**src/hw/rtl/serial_command_word_matcher_assert.svh**
```systemverilog
// Assertion macros shared by the serial command word matcher RTL
`ifndef SERIAL_COMMAND_WORD_MATCHER_ASSERT_SVH
`define SERIAL_COMMAND_WORD_MATCHER_ASSERT_SVH

// Property must hold at every clock edge outside reset
`define SCWM_ASSERT(lbl, prop, msg) \
  lbl: assert property (@(posedge clk) disable iff (!rst_n) prop) else $error(msg);

// Expression must never be true outside reset
`define SCWM_NEVER(lbl, expr, msg) \
  lbl: assert property (@(posedge clk) disable iff (!rst_n) !(expr)) else $error(msg);

`endif

```
**src/hw/rtl/scwm_pkg.sv**
```systemverilog
// Shared types and constants of the serial command word matcher
package scwm_pkg;

  localparam int TableEntries = 6;
  localparam int NameChars    = 8;
  localparam int QueueDepth   = 2;

  localparam int MaxLenW   = 10;
  localparam int CmdCountW = 3;
  localparam int NameW     = 64;
  localparam int StoredW   = 11;
  localparam int WordLenW  = 4;
  localparam int IndexW    = 3;
  localparam int RegIndexW = 3;

  // Register indexes of the configuration port
  localparam logic [RegIndexW-1:0] REG_MAX_LENGTH    = 3'd0;
  localparam logic [RegIndexW-1:0] REG_COMMAND_COUNT = 3'd1;
  localparam logic [RegIndexW-1:0] REG_NAME_FIRST    = 3'd2;

  localparam logic [MaxLenW-1:0]   MAX_LENGTH_RESET  = 10'd64;

  // Characters with a meaning on the line
  localparam logic [7:0] CH_LF    = 8'h0A;
  localparam logic [7:0] CH_CR    = 8'h0D;
  localparam logic [7:0] CH_SPACE = 8'h20;
  localparam logic [7:0] CH_NUL   = 8'h00;

  typedef enum logic [1:0] {
    ST_BUSY     = 2'd0,
    ST_NOT_CMD  = 2'd1,
    ST_MAX_SIZE = 2'd2,
    ST_MATCHED  = 2'd3
  } status_t;

  // One received word after classification
  typedef struct packed {
    logic [7:0] ch;
    logic       is_lf;
    logic       is_cr;
    logic       is_space;
    logic       is_nul;
  } rx_word_t;

endpackage

```
**src/hw/rtl/scwm_front.sv**
```systemverilog
// Front stage: accepts received words and classifies them
module scwm_front (
  input  logic              clk,
  input  logic              rst_n,
  input  logic              in_valid,
  output logic              in_ready,
  input  logic [7:0]        in_rx_byte,
  output logic              push_valid,
  input  logic              push_ready,
  output scwm_pkg::rx_word_t push_word
);
  import scwm_pkg::*;

  logic     hold_valid_r;
  rx_word_t hold_word_r;
  rx_word_t cls_word;

  // Classify the incoming character
  always_comb begin
    cls_word.ch       = in_rx_byte;
    cls_word.is_lf    = (in_rx_byte == CH_LF);
    cls_word.is_cr    = (in_rx_byte == CH_CR);
    cls_word.is_space = (in_rx_byte == CH_SPACE);
    cls_word.is_nul   = (in_rx_byte == CH_NUL);
  end

  // Take a new word whenever the held one leaves or the stage is empty
  assign in_ready   = !hold_valid_r || push_ready;
  assign push_valid = hold_valid_r;
  assign push_word  = hold_word_r;

  always_ff @(posedge clk) begin
    if (!rst_n) begin
      hold_valid_r <= 1'b0;
    end else if (in_ready) begin
      hold_valid_r <= in_valid;
    end
    if (in_ready && in_valid) begin
      hold_word_r <= cls_word;
    end
  end

endmodule

```
**src/hw/rtl/scwm_queue.sv**
```systemverilog
// Short queue between the front and back stages
module scwm_queue (
  input  logic               clk,
  input  logic               rst_n,
  input  logic               push_valid,
  output logic               push_ready,
  input  scwm_pkg::rx_word_t push_word,
  output logic               pop_valid,
  input  logic               pop_ready,
  output scwm_pkg::rx_word_t pop_word
);
  import scwm_pkg::*;
  `include "serial_command_word_matcher_assert.svh"

  localparam int PtrW = $clog2(QueueDepth);
  localparam int CntW = $clog2(QueueDepth + 1);
  localparam logic [CntW-1:0] Full = CntW'(QueueDepth);

  rx_word_t        entries_r [QueueDepth];
  logic [PtrW-1:0] wr_ptr_r;
  logic [PtrW-1:0] rd_ptr_r;
  logic [CntW-1:0] count_r;
  logic            push;
  logic            pop;

  assign push_ready = (count_r != Full);
  assign pop_valid  = (count_r != '0);
  assign pop_word   = entries_r[rd_ptr_r];
  assign push       = push_valid && push_ready;
  assign pop        = pop_valid && pop_ready;

  // Advance pointers and occupancy
  always_ff @(posedge clk) begin
    if (!rst_n) begin
      wr_ptr_r <= '0;
      rd_ptr_r <= '0;
      count_r  <= '0;
    end else begin
      if (push) begin
        wr_ptr_r <= (wr_ptr_r == PtrW'(QueueDepth - 1)) ? '0 : wr_ptr_r + 1'b1;
      end
      if (pop) begin
        rd_ptr_r <= (rd_ptr_r == PtrW'(QueueDepth - 1)) ? '0 : rd_ptr_r + 1'b1;
      end
      if (push && !pop) begin
        count_r <= count_r + 1'b1;
      end else if (pop && !push) begin
        count_r <= count_r - 1'b1;
      end
    end
  end

  // Store pushed words
  always_ff @(posedge clk) begin
    if (push) begin
      entries_r[wr_ptr_r] <= push_word;
    end
  end

  `SCWM_NEVER(a_queue_count_range, count_r > Full, "queue occupancy beyond depth")

endmodule

```
**src/hw/rtl/scwm_back.sv**
```systemverilog
// Back stage: line state, on-the-fly name compare and result register
module scwm_back (
  input  logic                              clk,
  input  logic                              rst_n,
  input  logic                              cfg_we,
  input  logic [scwm_pkg::RegIndexW-1:0]    cfg_index,
  input  logic [scwm_pkg::NameW-1:0]        cfg_data,
  input  logic                              pop_valid,
  output logic                              pop_ready,
  input  scwm_pkg::rx_word_t                pop_word,
  output logic                              out_valid,
  input  logic                              out_ready,
  output logic [1:0]                        out_status,
  output logic [scwm_pkg::IndexW-1:0]       out_command_index
);
  import scwm_pkg::*;
  `include "serial_command_word_matcher_assert.svh"

  typedef enum logic [1:0] {
    PH_SKIP = 2'd0,
    PH_WORD = 2'd1,
    PH_DONE = 2'd2
  } phase_t;

  localparam logic [WordLenW-1:0] WlFull = WordLenW'(NameChars);
  localparam logic [WordLenW-1:0] WlSat  = WordLenW'(NameChars + 1);

  // Configuration registers
  logic [MaxLenW-1:0]   max_length_r;
  logic [CmdCountW-1:0] command_count_r;
  logic [NameW-1:0]     names_r [TableEntries];

  // Line state
  logic [StoredW-1:0]      stored_count_r, stored_count_nxt;
  phase_t                  phase_r, phase_nxt;
  logic [WordLenW-1:0]     word_length_r, word_length_nxt;
  logic [TableEntries-1:0] match_mask_r, match_mask_nxt;

  // Result register
  logic              out_valid_r, out_valid_nxt;
  status_t           out_status_r, out_status_nxt;
  logic [IndexW-1:0] out_index_r, out_index_nxt;

  logic                    pop;
  logic [CmdCountW-1:0]    n_eff;
  logic [TableEntries-1:0] hit;
  logic [TableEntries-1:0] keep;
  logic [7:0]              name_ch [TableEntries];
  logic                    any_hit;
  logic [IndexW-1:0]       hit_index;

  assign pop_ready = !out_valid_r || out_ready;
  assign pop       = pop_valid && pop_ready;

  assign out_valid         = out_valid_r;
  assign out_status        = out_status_r;
  assign out_command_index = out_index_r;

  assign n_eff = (command_count_r > CmdCountW'(TableEntries)) ?
                 CmdCountW'(TableEntries) : command_count_r;

  // Compare every entry at the current word position
  always_comb begin
    for (int i = 0; i < TableEntries; i++) begin
      name_ch[i] = names_r[i][{word_length_r[2:0], 3'b000} +: 8];
      if (word_length_r >= WlFull) begin
        hit[i] = match_mask_r[i] && (word_length_r == WlFull);
      end else begin
        hit[i] = match_mask_r[i] && (name_ch[i] == CH_NUL);
      end
      hit[i] = hit[i] && (CmdCountW'(i) < n_eff);
      keep[i] = (word_length_r < WlFull) && !pop_word.is_nul &&
                (name_ch[i] == pop_word.ch);
    end
  end

  // Pick the lowest matching entry
  always_comb begin
    any_hit   = |hit;
    hit_index = '0;
    for (int i = TableEntries - 1; i >= 0; i--) begin
      if (hit[i]) begin
        hit_index = IndexW'(i);
      end
    end
  end

  // Next line state and result
  always_comb begin
    stored_count_nxt = stored_count_r;
    phase_nxt        = phase_r;
    word_length_nxt  = word_length_r;
    match_mask_nxt   = match_mask_r;
    out_valid_nxt    = out_valid_r;
    out_status_nxt   = out_status_r;
    out_index_nxt    = out_index_r;
    if (pop) begin
      out_valid_nxt  = 1'b1;
      out_status_nxt = ST_BUSY;
      out_index_nxt  = '0;
      if (pop_word.is_lf) begin
        // End of line: report and restart
        out_status_nxt   = any_hit ? ST_MATCHED : ST_NOT_CMD;
        out_index_nxt    = any_hit ? hit_index : '0;
        stored_count_nxt = '0;
        phase_nxt        = PH_SKIP;
        word_length_nxt  = '0;
        match_mask_nxt   = '1;
      end else if (stored_count_r > StoredW'(max_length_r)) begin
        // Overflow: drop the word and clear the line
        out_status_nxt   = ST_MAX_SIZE;
        stored_count_nxt = '0;
        phase_nxt        = PH_SKIP;
        word_length_nxt  = '0;
        match_mask_nxt   = '1;
      end else if (!pop_word.is_cr) begin
        stored_count_nxt = stored_count_r + 1'b1;
        unique case (phase_r)
          PH_SKIP: begin
            if (!pop_word.is_space) begin
              phase_nxt       = PH_WORD;
              match_mask_nxt  = match_mask_r & keep;
              word_length_nxt = (word_length_r < WlSat) ? word_length_r + 1'b1 : word_length_r;
            end
          end
          PH_WORD: begin
            if (pop_word.is_space) begin
              phase_nxt = PH_DONE;
            end else begin
              match_mask_nxt  = match_mask_r & keep;
              word_length_nxt = (word_length_r < WlSat) ? word_length_r + 1'b1 : word_length_r;
            end
          end
          PH_DONE: begin
            phase_nxt = PH_DONE;
          end
          default: begin
            phase_nxt = PH_DONE;
          end
        endcase
      end
    end else if (out_ready) begin
      out_valid_nxt = 1'b0;
    end
  end

  // Hold line state and the registered result
  always_ff @(posedge clk) begin
    if (!rst_n) begin
      stored_count_r <= '0;
      phase_r        <= PH_SKIP;
      word_length_r  <= '0;
      match_mask_r   <= '1;
      out_valid_r    <= 1'b0;
    end else begin
      stored_count_r <= stored_count_nxt;
      phase_r        <= phase_nxt;
      word_length_r  <= word_length_nxt;
      match_mask_r   <= match_mask_nxt;
      out_valid_r    <= out_valid_nxt;
    end
    out_status_r <= out_status_nxt;
    out_index_r  <= out_index_nxt;
  end

  // Configuration writes
  always_ff @(posedge clk) begin
    if (!rst_n) begin
      max_length_r    <= MAX_LENGTH_RESET;
      command_count_r <= '0;
      for (int i = 0; i < TableEntries; i++) begin
        names_r[i] <= '0;
      end
    end else if (cfg_we) begin
      if (cfg_index == REG_MAX_LENGTH) begin
        max_length_r <= cfg_data[MaxLenW-1:0];
      end else if (cfg_index == REG_COMMAND_COUNT) begin
        command_count_r <= cfg_data[CmdCountW-1:0];
      end else begin
        for (int i = 0; i < TableEntries; i++) begin
          if (cfg_index == RegIndexW'(i + REG_NAME_FIRST)) begin
            names_r[i] <= cfg_data;
          end
        end
      end
    end
  end

  `SCWM_ASSERT(a_match_in_table, (out_valid_r && out_status_r == ST_MATCHED) |-> (out_index_r < n_eff), "matched entry outside the table")
  `SCWM_ASSERT(a_overflow_clears, (out_valid_r && out_status_r == ST_MAX_SIZE && $rose(out_valid_r)) |-> (stored_count_r == '0), "overflow left the line count set")
  `SCWM_NEVER(a_word_len_sat, word_length_r > WlSat, "word length past saturation")

endmodule

```
**src/hw/rtl/serial_command_word_matcher.sv**
```systemverilog
// Top level of the serial command word matcher
//
//  Channel   Direction  Handshake              Payload
//  in_       input      in_valid / in_ready    in_rx_byte
//  out_      output     out_valid / out_ready  out_status, out_command_index
//  cfg_      input      cfg_we                 cfg_index, cfg_data
//
// One received word per cycle sustained while the output is not stalled; a taken word loads
// the front register, passes through the queue, and its status loads the result register.
// The back stage updates the line state and compares all table entries at once.
// rst_n (synchronous) restores the register reset values and an empty line.
// A stalled output fills the queue, then the front register, then drops in_ready.
module serial_command_word_matcher (
  input  logic                           clk,
  input  logic                           rst_n,
  input  logic                           in_valid,
  output logic                           in_ready,
  input  logic [7:0]                     in_rx_byte,
  output logic                           out_valid,
  input  logic                           out_ready,
  output logic [1:0]                     out_status,
  output logic [scwm_pkg::IndexW-1:0]    out_command_index,
  input  logic                           cfg_we,
  input  logic [scwm_pkg::RegIndexW-1:0] cfg_index,
  input  logic [scwm_pkg::NameW-1:0]     cfg_data
);
  import scwm_pkg::*;

  logic     f_valid;
  logic     f_ready;
  rx_word_t f_word;
  logic     q_valid;
  logic     q_ready;
  rx_word_t q_word;

  scwm_front u_front (
    .clk        (clk),
    .rst_n      (rst_n),
    .in_valid   (in_valid),
    .in_ready   (in_ready),
    .in_rx_byte (in_rx_byte),
    .push_valid (f_valid),
    .push_ready (f_ready),
    .push_word  (f_word)
  );

  scwm_queue u_queue (
    .clk        (clk),
    .rst_n      (rst_n),
    .push_valid (f_valid),
    .push_ready (f_ready),
    .push_word  (f_word),
    .pop_valid  (q_valid),
    .pop_ready  (q_ready),
    .pop_word   (q_word)
  );

  scwm_back u_back (
    .clk               (clk),
    .rst_n             (rst_n),
    .cfg_we            (cfg_we),
    .cfg_index         (cfg_index),
    .cfg_data          (cfg_data),
    .pop_valid         (q_valid),
    .pop_ready         (q_ready),
    .pop_word          (q_word),
    .out_valid         (out_valid),
    .out_ready         (out_ready),
    .out_status        (out_status),
    .out_command_index (out_command_index)
  );

endmodule

```
**config.mk**
```make
export PLATFORM = sky130hd
export DESIGN_NAME = serial_command_word_matcher
export DESIGN_NICKNAME = d
export VERILOG_FILES = /design/src/hw/rtl/scwm_pkg.sv /design/src/hw/rtl/scwm_front.sv /design/src/hw/rtl/scwm_queue.sv /design/src/hw/rtl/scwm_back.sv /design/src/hw/rtl/serial_command_word_matcher.sv
export VERILOG_INCLUDE_DIRS = /design/src /design/src/hw/rtl
export SDC_FILE = /design/constraint.sdc
export NUM_CORES = 1
export LEC_CHECK = 0
export ABC_AREA = 1
export BUFFER_PORTS_ARGS = -buffer_cell sky130_fd_sc_hd__buf_2
export CORE_MARGIN = 2
export CORE_UTILIZATION = 23
export CTS_BUF_LIST = sky130_fd_sc_hd__clkbuf_16
export DETAILED_ROUTE_END_ITERATION = 7
export SLEW_MARGIN = 30
export SYNTH_ARGS = -nofsm -noshare
export SYNTH_HDL_FRONTEND = slang
export SYNTH_SLANG_ARGS = --single-unit
```
**constraint.sdc**
```tcl
create_clock -name clk -period 6.87 [get_ports clk]
set_clock_uncertainty 0.15 [all_clocks]
set_input_delay 1.374 -clock clk [delete_from_list [all_inputs] [get_ports clk]]
set_output_delay 1.374 -clock clk [all_outputs]
set_load 0.02 [all_outputs]
```
==> flow_summary.yaml, run 1 <==
hold_path:
  hold_class: "reg -> reg"
global_routing:
  overflow: 0
  first_global_vias: 15500
  antenna_found_initial: 4
  grt_pass1_wl_um: 99000
  grt_util_all_layers: 0.132
  grt_max_degree: 175
cts:
  post_cts.repair.setup_buffers: 0
  cts_buffers: 49
  cts_resized: 0
  clock_latency_ns: 0.62
  clock_sink_count: 468
  cts_root_buffer: "clkbuf_16"
  clockBufferDepth: 3
  cts_hold_buffers: 0
  tritoncts: "built"
  h-tree-depth: 2
  clk_pin_slew_worst_paths_ns: 0.06
die:
  start_util: 0.232
  std_cell_rows: 114
  pin_count: 87
  die_h_um: 316
  die-area_sq_um: 99900
  coreArea_sq_um: 96600
  die_w_um: 316
power:
  leakagePower_nw: 10.9
  p_total_mw: 8.59
  vdd_drop_max_v: 0.000217
  power.density_nw_per_um2: 332
finish:
  fill_cells: 10200
  multi_input_area_sq_um: 7020
  layout.nets: 2670
  design_area_sq_um: 25800
  area_growth_pct: 15.3
  regArea_sq_um: 13600
  finalNonFillerCells: 3893
  drive_above_1_share: 0.0807
placed_design:
  placed_cells: 3798
  port_buffers: 86
  dpl.hpwl_um: 42600
  place_congestion: 0.868
  dpl_cell_area_sq_um: 24200
synth:
  synth_cell_type_count: 36
  synth-main-ff-cell: "edfxtp_1"
  synthCells: 2541
  ys_seq_elements: 468
  synth_seq_area_share: 0.608
  synth_warnings: 0
  syn_nets: 2635
  syn_area_per_cell_sq_um: 8.81
  netlist_area_sq_um: 22400
  synthArstFlopShare: 0
  synth-edff-count: 425
critical_path:
  crit_fanout: 134
  path_class: "reg -> reg"
  crit_path_frequent_cell: "nand2_1"
  crit_path_end_kind: "register"
  worst_setup_path_start_kind: "register"
  critical_path.cell_chain: "inv_4, buf_12, nand2_1, nand2_1, nand2_1, nand3_1, nand2_1, nand2_1, nor2_1, nand2_1, nand2_1, nand3_1, nand2_1, inv_1, nand2_1, nand2_1, nor2_1"
  cp_slowest_cell: "dfxtp_4"
  required_ns: 7.17
  crit_path_max_incr_delay_ns: 0.79
  worstPathArrival_ns: 3.92
sta:
  clock.fmax_mhz: 276
  grt_setup_unrepaired: "false"
  maxSlewViolCount: 0
  hold_violations: 0
  final.period_utilization: 0.527
  min_period_ns: 3.62
  setup_viol: 0
  tightest_slew_ns: 1.07
  relSlewSlack: 0.282
status:
  status: "finished clean"
job:
  drv_cap: 0
detailed_routing:
  first_pass_iters: 7
  wire_per_inst_um: 17.2
  drc: 0
  drtIter0Drc: 1611
  wl_um: 66900
  vias: 16700
  vias_per_cell: 4.29
  ant_nets: 0
## worst paths after layout
kind	to	from	slack (ns)	cells past startpoint
worst max register to register	u_back.out_command_index[0]	u_back.word_length_r[0]	3.25	17
worst min register to register	u_queue.rd_ptr_r	u_queue.rd_ptr_r	0.30	1
worst max-delay path	u_back.out_command_index[0]	u_back.word_length_r[0]	3.25	17
worst min-delay path	u_queue.rd_ptr_r	u_queue.rd_ptr_r	0.30	1
## cells in the mapped netlist, types with 14 or more instances
library cell / count / area, sq um
xor2_1: 29 / 254
ha_1: 14 / 175
nand3_1: 205 / 1030
clkbuf_1: 64 / 240
nor3_1: 15 / 75.1
inv_1: 325 / 1220
dfxtp_1: 43 / 861
edfxtp_1: 425 / 12800
buf_2: 30 / 150
a21oi_1: 47 / 235
nor2_1: 575 / 2160
nand2_1: 612 / 2300
o21ai_0: 74 / 370
## worst max-delay path: cells and delay by family (launching register included)
family	cells	cell delay [ns]
buffers and inverters	3	0.65
DFF	1	0.79
and+or+nand+nor	14	1.65
## stage by stage
step                 util  hold WS, ns  TNS (ns)  setup slack [ns]
finish              0.267        0.300         0              3.25
global route        0.267        0.324         0              3.01
CTS                 0.267        0.306         0              3.26
detailed placement  0.250        0.299         0              2.86
global placement    0.249        0.295         0              2.87
floorplan               -        0.271    -0.258          -0.00402
## power by group
group	switching (mW)	internal (mW)	total, mW
Clock	1.15	1.51	2.67
Combinational	1.73	0.663	2.40
Sequential	0.164	3.36	3.52
Total	3.05	5.53	8.59
## cells by family after synthesis
logic type | count (synthesis) | share of synthesized area
xor+xnor | 29 | 0.0113
buf+inv | 457 | 0.0839
flops | 468 | 0.608
compound gates | 141 | 0.0332
fa+ha+maj | 14 | 0.00782
simple gates | 1431 | 0.255
mux | 1 | 0.000447
## final cells by class
class | instances | area share
Inverter | 334 | 0.0487
Clock inverter | 41 | 0.0134
Multi-Input combinational cell | 1616 | 0.272
Tap cell | 1276 | 0.0618
Antenna cell | 1 | 0.0000969
Sequential cell | 468 | 0.528
Clock buffer | 50 | 0.0485
Timing Repair Buffer | 107 | 0.0276
## state kept, by name, indices dropped and copies added (netlist names), named ones only
name and cells:
u_back.out_status 2, u_back.command_count_r 3, u_queue.count_r 2, u_front.push_valid 1, u_back.names_r 384, u_back.max_length_r 10, u_queue.rd_ptr_r 1, u_back.stored_count_r 11
u_back.match_mask_r 6, u_queue.entries_r 24, u_back.out_command_index 3, u_back.word_length_r 4, u_back.phase_r 2, u_front.push_word 12, u_queue.wr_ptr_r 1, u_back.out_valid 1
## routing by layer
| metal | wire, um | vias up | track usage |
|---|---|---|---|
| met5 | 30 | - | 0 |
| met2 | 31600 | 464 | 0.216 |
| met4 | 1470 | 4 | 0.0361 |
| met3 | 4100 | 71 | 0.0202 |
| met1 | 29700 | 7991 | 0.182 |
| li1 | - | 8156 | - |
## placed cells by master (no fill, tap or decap), types with 2 or more instances in the layout
cell type / instances
o21ai_4: 4
clkbuf_16: 50
inv_2: 3
nor2_1: 572
nand3_1: 201
ha_1: 14
buf_12: 4
o21ai_1: 7
nand2_1: 610
inv_4: 2
buf_16: 3
buf_2: 86
nand3_4: 4
o211ai_1: 6
or2_2: 10
dfxtp_1: 40
nand4_1: 9
o21ai_2: 2
clkinv_2: 11
dfxtp_4: 2
buf_6: 2
edfxtp_1: 425
clkinv_4: 2
o21ai_0: 70
inv_6: 2
inv_1: 333
nor3_1: 15
nor2_2: 3
buf_4: 11
clkinv_1: 16
xor2_1: 29
bufinv_16: 5
a21oi_1: 47
Power figures use the tool's default switching activity.
==> inputs of run 2 (changes only) <==
- ABC_AREA: 1 -> 0
- clock period: 6.87 -> 3.15 ns (I/O delays scaled with it)
==> run 2 against run 1 <==
Count of clock-buffer cells in the layout rose by 1. Fmax rose by 16%. Via count fell by 12%. Critical endpoint is now u_back.match_mask_r[1]. Highest routed layer unchanged.
==> flow_summary.yaml, run 2 <==
status:
  status: "finished clean"
sta:
  grt_setup_unrepaired: "true"
  setup_slack_ns: 0.0309
  maxSlewViolCount: 0
  relSlewSlack: 0.557
  clock.fmax_mhz: 321
  hold_violations: 0
  min_period_ns: 3.12
  setup_viol: 0
  tightest_slew_ns: 0.664
  final.period_utilization: 0.990
critical_path:
  cp_slowest_cell: "dfxtp_4"
  critical_path.cell_chain: "buf_4, mux2i_2, xor2_1, nor4_2, buf_4, nand4_1, or4_1, a32oi_1"
  worst_setup_path_start_kind: "register"
  worstPathArrival_ns: 3.48
  crit_path_end_kind: "register"
  crit_path_max_incr_delay_ns: 0.61
  path_class: "reg -> reg"
  required_ns: 3.51
  crit_path_frequent_cell: "buf_4"
  crit_fanout: 28
cts:
  h-tree-depth: 2
  clock_sink_count: 468
  clk_pin_slew_worst_paths_ns: 0.06
  cts_hold_buffers: 0
  cts_buffers: 50
  clockBufferDepth: 3
  cts_root_buffer: "clkbuf_16"
  clock_latency_ns: 0.63
  tritoncts: "built"
die:
  coreArea_sq_um: 97000
  die_w_um: 317
  die-area_sq_um: 101000
  die_h_um: 317
  std_cell_rows: 114
  start_util: 0.233
  pin_count: 87
detailed_routing:
  vias: 14600
  wl_um: 70700
  ant_nets: 0
  first_pass_iters: 6
  vias_per_cell: 4.72
  wire_per_inst_um: 22.8
  drc: 0
  drtIter0Drc: 1324
power:
  p_total_mw: 16.2
  leakagePower_nw: 9.42
  vdd_drop_max_v: 0.000506
  power.density_nw_per_um2: 600
synth:
  synth_top_area_share: 0.565
  synth-edff-count: 425
  syn_area_per_cell_sq_um: 14.0
  syn_nets: 1709
  synth_seq_area_share: 0.603
  synth_area_leaders: "edfxtp_1 57%, and2_1 11%, mux4_2 8.3%, dfxtp_1 3.8%, mux2i_1 2.4%"
  synthCells: 1615
  yosys-top-cells-count: "425 x edfxtp_1, 388 x and2_1, 83 x mux4_2, 62 x nor2_1, 54 x mux2i_1"
  synthArstFlopShare: 0
  synth_cell_type_count: 67
  synth-main-ff-cell: "edfxtp_1"
  ys_seq_elements: 468
  synth_top_area_cell: "edfxtp_1"
  post-synth-top-count-cell: "edfxtp_1"
  synth_warnings: 0
  netlist_area_sq_um: 22600
global_routing:
  grt_pass1_wl_um: 102000
  overflow: 0
  grt_max_degree: 65
  grt_util_all_layers: 0.140
  antenna_found_initial: 21
  first_global_vias: 14600
job:
  drv_cap: 0
hold_path:
  hold_class: "in -> reg"
finish:
  largest_register_ffs: 384
  layout.nets: 1870
  drive_above_1_share: 0.229
  multi_input_area_sq_um: 8480
  finish.utilization: 0.279
  final_cell_mix: "425 x edfxtp_1, 388 x and2_1, 95 x buf_4"
  finalNonFillerCells: 3098
  area_growth_pct: 19.9
  regMostFlops: "u_back.names_r"
  regArea_sq_um: 13600
  layout_commonest_cell: "edfxtp_1"
  fill_cells: 9888
placed_design:
  dp_slack_ns: -0.155
  dpl.hpwl_um: 49800
  place_congestion: 0.940
  port_buffers: 86
  placed_cells: 2998
==> run 2: cell types whose count changed in the layout (fill, tap and decap cells not counted), sizes merged, moves of 16 or more <==
cell / before / now
nand2: 612 / 45
nor2: 575 / 62
and2: 0 / 388
inv: 340 / 31
nand3: 205 / 8
mux4: 0 / 97
buf: 107 / 201
o21ai: 83 / 23
mux2i: 1 / 57
nor3: 15 / 49
xnor2: 0 / 17
nand2b: 0 / 16
==> run 2: where the power goes <==
part           switching [mW]  internal (mW)  total (mW)
clock network            2.63           3.40        6.03
registers               0.301           7.25        7.56
logic                    1.53           1.12        2.64
==> run 2: stage by stage <==
stage	hold slack, ns	setup TNS (ns)	instance area [sq um]
after global placement	0.284	-0.124	25300
after floorplan	0.271	-7.99	22600
after CTS	0.0466	0	27000
after global routing	0.0680	-0.000730	27000
final	0.0827	0	27100
after detailed placement	0.280	-0.155	25300
==> run 2: worst paths after layout <==
| check | from | to | slack (ns) | depth (start not counted) |
|---|---|---|---|---|
| setup / recovery | u_back.word_length_r[2] | u_back.match_mask_r[1] | 0.03 | 8 |
| hold / removal | in_rx_byte[6] | u_front.push_word[10] | 0.08 | 1 |
| setup reg to reg | u_back.word_length_r[2] | u_back.match_mask_r[1] | 0.03 | 8 |
| hold reg to reg | u_front.push_word[2] | u_queue.entries_r[0][2] | 0.29 | 0 |
==> run 2: per-layer routing <==
| layer | global-route usage | wire, um |
|---|---|---|
| met5 | 0 | 63 |
| met1 | 0.187 | 29900 |
| met2 | 0.224 | 32700 |
| met4 | 0.0455 | 2220 |
| met3 | 0.0307 | 5810 |
==> run 2: cell families after synthesis <==
logic type,Yosys count,share of synthesized area
flip-flops,468,0.603
buffers and inverters,116,0.0270
AND/OR/NAND/NOR,656,0.171
multiplexers,157,0.126
adder cells (fa/ha/maj),14,0.00776
AO/OA/AOI/OAI,147,0.0427
XOR/XNOR,57,0.0221
==> run 2: area by class of cell <==
| class | count | area share |
|---|---|---|
| multi-input combinational | 1031 | 0.313 |
| tap | 1276 | 0.0590 |
| clock inverter | 41 | 0.0145 |
| timing repair buffer | 202 | 0.0583 |
| clock buffer | 51 | 0.0472 |
| antenna | 6 | 0.000555 |
| inverter | 23 | 0.00319 |
| sequential | 468 | 0.504 |
==> run 2: worst max-delay path: cells and delay by family (launching register included) <==
kind,cells,cell delay [ns]
buffers and inverters,2,0.58
DFF,1,0.61
xor gates and xnor gates,1,0.11
AOI/OAI and AO/OA,1,0.15
muxes,1,0.33
and+or+nand+nor,3,1.06
==> run 2: what timing repair did <==
item,in CTS,in global routing
gates cloned,0,1
resized for setup,3,11
setup endpoints to repair,1,6
pin swaps,1,1
setup buffers,1,0
